File: src/rtl/bbmq_pkg.sv
// shared types and codes for the bip buffer message queue
`default_nettype none
package bbmq_pkg;

    localparam int BUFFER_BYTES_DEF = 4096;
    localparam int HEADER_BYTES_DEF = 2;
    localparam int LEN_W            = 12;
    localparam int BYTE_W           = 8;

    localparam logic [1:0] REQ_SEND = 2'd0;
    localparam logic [1:0] REQ_FILL = 2'd1;
    localparam logic [1:0] REQ_POP  = 2'd2;

    localparam logic [1:0] ST_OK      = 2'd0;
    localparam logic [1:0] ST_NO_ROOM = 2'd1;
    localparam logic [1:0] ST_EMPTY   = 2'd2;
    localparam logic [1:0] ST_BUSY    = 2'd3;

    typedef struct packed {
        logic [1:0]        req_type;
        logic [LEN_W-1:0]  msg_length;
        logic [BYTE_W-1:0] data_byte;
    } t_in_item;

    typedef struct packed {
        logic [1:0]        status;
        logic [BYTE_W-1:0] out_byte;
        logic              byte_valid;
        logic              first_of_message;
        logic              last_of_message;
    } t_out_item;

    typedef enum logic [1:0] {
        OP_SEND,
        OP_FILL,
        OP_POP,
        OP_NONE
    } t_op;

    typedef struct packed {
        t_op               op;
        logic [LEN_W-1:0]  len;
        logic [BYTE_W-1:0] data;
    } t_cmd;

endpackage
`default_nettype wire

File: src/rtl/bbmq_front.sv
// request intake: decodes each request and queues it for the back end
`default_nettype none
module bbmq_front (
    input  wire logic               i_clk,
    input  wire logic               i_rst_n,
    input  wire logic               i_in_valid,
    input  wire bbmq_pkg::t_in_item i_in,
    output logic                    o_in_stall,
    output logic                    o_cmd_valid,
    output bbmq_pkg::t_cmd          o_cmd,
    input  wire logic               i_cmd_deq
);
    import bbmq_pkg::*;

    t_cmd       r_q [2];
    logic       r_wrp;
    logic       r_rdp;
    logic [1:0] r_cnt;
    t_cmd       cmd_in;
    logic       push;
    logic       pop;

    always_comb begin
        cmd_in.len  = i_in.msg_length;
        cmd_in.data = i_in.data_byte;
        unique case (i_in.req_type)
            REQ_SEND: cmd_in.op = OP_SEND;
            REQ_FILL: cmd_in.op = OP_FILL;
            REQ_POP:  cmd_in.op = OP_POP;
            default:  cmd_in.op = OP_NONE;
        endcase
    end

    assign o_in_stall  = (r_cnt == 2'd2);
    assign o_cmd_valid = (r_cnt != 2'd0);
    assign o_cmd       = r_q[r_rdp];
    assign push        = i_in_valid && !o_in_stall;
    assign pop         = i_cmd_deq && o_cmd_valid;

    always_ff @(posedge i_clk) begin
        if (push) begin
            r_q[r_wrp] <= cmd_in;
        end
    end

    always_ff @(posedge i_clk) begin
        if (!i_rst_n) begin
            r_wrp <= 1'b0;
            r_rdp <= 1'b0;
            r_cnt <= 2'd0;
        end else begin
            if (push) begin
                r_wrp <= !r_wrp;
            end
            if (pop) begin
                r_rdp <= !r_rdp;
            end
            r_cnt <= r_cnt + {1'b0, push} - {1'b0, pop};
        end
    end

endmodule
`default_nettype wire

File: config.mk
export PLATFORM = sky130hd
export DESIGN_NAME = bbmq_front
export DESIGN_NICKNAME = d
export VERILOG_FILES = /design/src/rtl/bbmq_pkg.sv /design/src/rtl/bbmq_front.sv
export SDC_FILE = /design/constraint.sdc
export NUM_CORES = 1
export LEC_CHECK = 0
export BUFFER_PORTS_ARGS = -buffer_cell sky130_fd_sc_hd__buf_2
export CORE_UTILIZATION = 50
export DETAILED_ROUTE_END_ITERATION = 8
export PLACE_DENSITY_LB_ADDON = 0.3
export SETUP_SLACK_MARGIN = 0.02
export SLEW_MARGIN = 25
export SYNTH_ARGS = -nofsm -noshare
export SYNTH_HDL_FRONTEND = slang
export SYNTH_SLANG_ARGS = --single-unit
File: constraint.sdc
create_clock -name i_clk -period 2.46 [get_ports i_clk]
set_input_delay 0.492 -clock i_clk [delete_from_list [all_inputs] [get_ports i_clk]]
set_output_delay 0.492 -clock i_clk [all_outputs]
set_load 0.1 [all_outputs]
==> flow_summary.json, run 1 <==
{
  "synth.top_cells.by_count": "edfxtp_1 (44), mux2_2 (22), dfxtp_1 (5), nor2_1 (4), inv_1 (3)",
  "dieArea_sq_um": 3920,
  "groute.layer.met1.usage_pct": 18.9,
  "cts.sinks": 49,
  "worstSkewPairLatency_ns": 0.36,
  "fmax_mhz": 501,
  "post-synth-top-count-cell": "edfxtp_1",
  "crit_path_max_fanout": 14,
  "max_stage_delay_ns": 0.40,
  "htreeDepth": 2,
  "antenna_found_initial": 0,
  "finalInstanceArea_sq_um": 2550,
  "vias": 982,
  "die_w_microns": 62.6,
  "required_ns": 1.97,
  "grt_max_degree": 16,
  "finalCriticalPeriod_ns": 2.00,
  "post-route-period-util_pct": 81.1,
  "synthSimpleGateAreaFrac_pct": 3.54,
  "synth-edff-count": 44,
  "synthMuxAreaShare_pct": 14.0,
  "synthAdderAreaFrac_pct": 1.36,
  "worstReg2RegEnd": "r_cnt[1]",
  "detail-route-antenna-nets": 0,
  "postRouteWirelength_mm": 3.24,
  "worst_pin_slew_ns": 0.489,
  "clk_pin_slew_worst_paths_ns": 0.13,
  "drv_slew": 0,
  "finClkSkew_ns": 0.0105,
  "path_buf_inv": 2,
  "path_cells": "buf_4 > mux2_2 > buf_12",
  "grt.busiest_layer": "met2",
  "grt_pass1_wl_mm": 5.14,
  "num_io_pins": 50,
  "setup_tns_ns": 0,
  "reg2regPathDepth": 8,
  "avgSynthCellArea_sq_um": 18.9,
  "via_per_inst": 4.86,
  "gp_congestion": 0.670,
  "io_buffer_count": 49,
  "diodes": 0,
  "setup_ws_ns": 0.464,
  "critPathSlowestCell": "mux2_2",
  "filler_cell_count": 207,
  "async_flop_share_pct": 0,
  "timing.slew.headroom_pct": 67.6,
  "hold_depth": 1,
  "row_count": 21,
  "path_delay_family": "buffers and inverters",
  "ctsHoldBuffers": 0,
  "synthCells": 97,
  "synth_area_sq_um": 1840,
  "synth-compound-area-share_pct": 0.409,
  "drc_errors": 0,
  "hold_path.class": "input port to flip-flop",
  "yosys_warnings": 0,
  "rsz0062_at_grt": "no",
  "crit_arrival_ns": 1.50,
  "synth_xor_area_share_pct": 0.954,
  "use_met3_pct": 6.57,
  "grt_overflow": 0,
  "post_dp_cell_area_sq_um": 2490,
  "timing.critical_path.to_type": "output port",
  "yosysTopAreaCell": "edfxtp_1",
  "hold-path-endpoint": "r_q[1][16]",
  "cts_tree": "done",
  "cts_root_buf": "clkbuf_4",
  "start_kind": "flip-flop",
  "synth.area.top_cells": "edfxtp_1 (72%), mux2_2 (13%), dfxtp_1 (5.5%)",
  "clock_path_buffers": 2,
  "ys_ff_latch": 49,
  "avgRoutedWirePerCell_microns": 16.0,
  "path_class": "flip-flop to output port",
  "min-delay-start": "i_in[16]",
  "layout.nets": 183,
  "die_h_microns": 62.6,
  "cap_violations": 0,
  "cts.repair.resized": 0,
  "cp.depth": 3,
  "drt_pass1_iterations": 2,
  "drive_above_1_share_pct": 55.1,
  "synth_ff_type": "edfxtp_1",
  "grt_util_met2_pct": 34.0,
  "synth_top_family_by_area": "multiplexers",
  "grtUsageTotal_pct": 18.3,
  "area_delta_synth_final_pct": 38.9,
  "reg2reg_from": "r_cnt[0]",
  "hold_viol": 0,
  "cts_buffers": 5,
  "status": "finished, final reports clean",
  "post_cts_buffers": 0,
  "r2r_slack_ns": 0.74,
  "seq_area_frac_synth_pct": 77.4,
  "drt_iter0_drc": 11,
  "setup_viol": 0,
  "start_util_pct": 53.7,
  "syn-num-nets": 125,
  "yosys.area.top_type_share_pct": 72.0,
  "hpwl_mm": 2.40,
  "core_area_sq_um": 3420,
  "grt_pass1_vias": 1084,
  "ys_types": 18,
  "pre_cts_slack_ns": 0.670
}
[registers in the layout, indices dropped and copies added (netlist names), named ones only]
name,cells
r_rdp,1
r_wrp,1
r_q,44
r_cnt,2
[cells in the final DEF (no fill, tap or decap)]
cell	n
buf_12	22
inv_1	3
nor2_1	3
edfxtp_1	44
mux2_2	22
buf_2	27
ha_1	2
dfxtp_1	5
o21a_1	1
or2_2	1
xor2_1	1
clkinvlp_4	1
nor2_2	1
and2_1	2
buf_4	6
clkbuf_4	5
xnor2_1	1
clkbuf_8	1
clkbuf_1	1
nand2b_1	2
and3_1	1
nand2_1	2
nor3_1	1
mux2i_1	1
[cell families (layout without fill, tap and decap cells)]
kind of cell / Yosys count / after routing
flip-flops: 49 / 49
multiplexers: 23 / 23
AND/OR/NAND/NOR: 13 / 13
buffers and inverters: 7 / 66
adder cells (fa/ha/maj): 2 / 2
XOR/XNOR: 2 / 2
AO/OA/AOI/OAI: 1 / 1
[worst max-delay path by stage]
stage | from | to | slack (ns)
after floorplan | i_in_valid | r_q[0][0] | 0.53
after global placement | i_cmd_deq | r_cnt[1] | 0.80
after detailed placement | i_cmd_deq | r_cnt[1] | 0.67
after CTS | flip-flop | o_cmd[4] | 0.43
after global routing | flip-flop | o_cmd[4] | 0.38
final | flip-flop | o_cmd[4] | 0.46
[through the flow]
stage | std cells | util, % | hold WS, ns
finish | 202 | 74.6 | 0.308
global route | 202 | 74.6 | 0.274
CTS | 202 | 74.6 | 0.288
detailed placement | 194 | 72.8 | 0.512
global placement | 194 | 72.8 | 0.476
floorplan | 97 | - | 0.455
[layout make-up]
cell class	instances	area [sq um]	area share (%)
well taps	46	57.6	2.26
clock inverters	1	7.51	0.295
multi-input cells	41	375	14.7
clock buffers	7	55.1	2.16
flip-flops and latches	49	1420	55.8
inverters	3	11.3	0.442
repair buffers	55	621	24.3
[layer usage]
layer | up-vias | part of all wire [%]
met4 | 0 | 0.65
met2 | 32 | 56
li1 | 477 | -
met1 | 471 | 38
met3 | 2 | 5.2
met5 | - | 0
Power of run 1 is left out: the tool's default activity adds up to more than one toggle a clock period on the data nets, which glitch-free logic cannot reach.
==> run 2, diff against run 1 <==
ABC_AREA = 1   (was not set)
clock period = 2 ns   (was 2.46 ns; I/O delays follow)
==> run 2 against run 1 <==
Compared with the run above: wire length is 1.1% higher; count of clock-buffer cells in the layout fell by 1; final area rose by 2.2%; setup slack lost 0.30 ns; clock skew down 0.0041 ns; via count rose by 8.4%; register-to-register slack lost 0.45 ns; synthesized area up 0.61%; critical endpoint is now o_cmd[11].
==> flow_summary.json, run 2 <==
{
  "layout.nets": 194,
  "clock_path_buffers": 2,
  "area_delta_synth_final_pct": 41.0,
  "synthMuxAreaShare_pct": 13.4,
  "synth_top_family_by_area": "multiplexers",
  "cts.repair.resized": 0,
  "htreeDepth": 2,
  "num_io_pins": 50,
  "cts_root_buf": "clkbuf_8",
  "via_per_inst": 5.00,
  "reg2regPathDepth": 10,
  "detail-route-antenna-nets": 0,
  "finClkSkew_ns": 0.00640,
  "synth-compound-area-share_pct": 0.542,
  "dieArea_sq_um": 3940,
  "start_kind": "flip-flop",
  "core_area_sq_um": 3440,
  "syn-num-nets": 136,
  "ys_ff_latch": 49,
  "post_cts_buffers": 0,
  "rsz0062_at_grt": "no",
  "finalCriticalPeriod_ns": 1.84,
  "cts.sinks": 49,
  "ctsHoldBuffers": 0,
  "cap_violations": 0,
  "vias": 1064,
  "status": "finished, final reports clean",
  "seq_area_frac_synth_pct": 77.0,
  "filler_cell_count": 200,
  "yosys_warnings": 0,
  "avgRoutedWirePerCell_microns": 15.3,
  "post-synth-top-count-cell": "edfxtp_1",
  "timing.critical_path.to_type": "output port",
  "drv_slew": 0,
  "final_cell_mix": "edfxtp_1 (44), buf_2 (27), mux2_2 (22), buf_12 (22)",
  "synthCells": 108,
  "synth_xor_area_share_pct": 0,
  "hold_viol": 0,
  "fmax_mhz": 543,
  "required_ns": 1.60,
  "die_w_microns": 62.8,
  "async_flop_share_pct": 0,
  "ys_types": 11,
  "setup_viol": 0,
  "avgSynthCellArea_sq_um": 17.1,
  "grt_pass1_wl_mm": 5.29,
  "io_buffer_count": 49,
  "path_class": "flip-flop to output port",
  "top_regs": "r_q: 44 flops, r_cnt: 2 flops",
  "grt_pass1_vias": 1144,
  "yosys.area.top_type_share_pct": 71.5,
  "worstSkewPairLatency_ns": 0.29,
  "drc_errors": 0,
  "hold_path.class": "input port to flip-flop",
  "cts_buffers": 5,
  "grt_overflow": 0,
  "antenna_found_initial": 0,
  "synth.top_cells.by_count": "edfxtp_1 (44), mux2_2 (22), inv_1 (9), nand2_1 (9), nor2_1 (8)",
  "regMostFlops": "r_q",
  "drt_iter0_drc": 31,
  "crit_arrival_ns": 1.44,
  "largest_register_ffs": 44,
  "drt_pass1_iterations": 4,
  "synth_area_sq_um": 1850,
  "diodes": 0,
  "synthSimpleGateAreaFrac_pct": 4.27,
  "synthAdderAreaFrac_pct": 1.36,
  "synth.area.top_cells": "edfxtp_1 (72%), mux2_2 (13%), dfxtp_1 (5.4%)",
  "gp_congestion": 0.639,
  "yosysTopAreaCell": "edfxtp_1",
  "hpwl_mm": 2.44,
  "worst_pin_slew_ns": 0.486,
  "synth-edff-count": 44,
  "die_h_microns": 62.8,
  "post-route-period-util_pct": 92.0,
  "grt_max_degree": 17,
  "whs_ns": 0.293,
  "crit_path_max_fanout": 16,
  "timing.slew.headroom_pct": 67.8,
  "setup_tns_ns": 0,
  "grtUsageTotal_pct": 18.4,
  "hold_depth": 1,
  "drive_above_1_share_pct": 50.3,
  "final_common_cell": "edfxtp_1",
  "synth_ff_type": "edfxtp_1",
  "row_count": 21,
  "start_util_pct": 53.7,
  "cts_tree": "done",
  "clk_pin_slew_worst_paths_ns": 0.08,
  "postRouteWirelength_mm": 3.27
}
run 2: kinds of logic after synthesis:
group | Yosys count
AOI/OAI and AO/OA | 2
and+or+nand+nor | 20
DFF | 49
muxes | 22
adders and majority gates | 2
buffers and inverters | 13
run 2: final timing paths:
path             start    endpoint  slack [ns]
max reg2reg   r_cnt[0]    r_cnt[1]        0.29
min reg2reg      r_wrp       r_wrp        0.54
min           i_in[18]  r_q[1][18]        0.29
max          flip-flop   o_cmd[11]        0.16
run 2: area by class of cell:
type | instances | area (sq um) | area share (%)
tap | 46 | 57.6 | 2.21
timing repair buffer | 55 | 621 | 23.8
clock buffer | 6 | 72.6 | 2.79
multi-input combinational | 46 | 364 | 14.0
sequential | 49 | 1420 | 54.6
clock inverter | 2 | 33.8 | 1.30
inverter | 9 | 33.8 | 1.30
run 2: through the flow:
step | util (%) | area (sq um) | instances | worst slack [ns]
floorplan | - | 1850 | 108 | 0.0990
global placement | 72.6 | 2500 | 205 | 0.475
detailed placement | 72.6 | 2500 | 205 | 0.348
CTS | 75.6 | 2600 | 213 | 0.138
global route | 75.6 | 2600 | 213 | 0.0572
finish | 75.6 | 2600 | 213 | 0.160
run 2: layer usage:
layer / global-route usage [%] / routed length [microns]
met5: 0 / 0
met1: 20.8 / 1280
met2: 32.9 / 1800
met3: 5.66 / 171
met4: 6.10 / 21
run 2: critical path, cell delays in order (launching register included):
cell,delay [ns]
dfxtp_1,0.33
buf_4,0.24
mux2_2,0.40
buf_12,0.17
Power of run 2 is left out for the same reason.
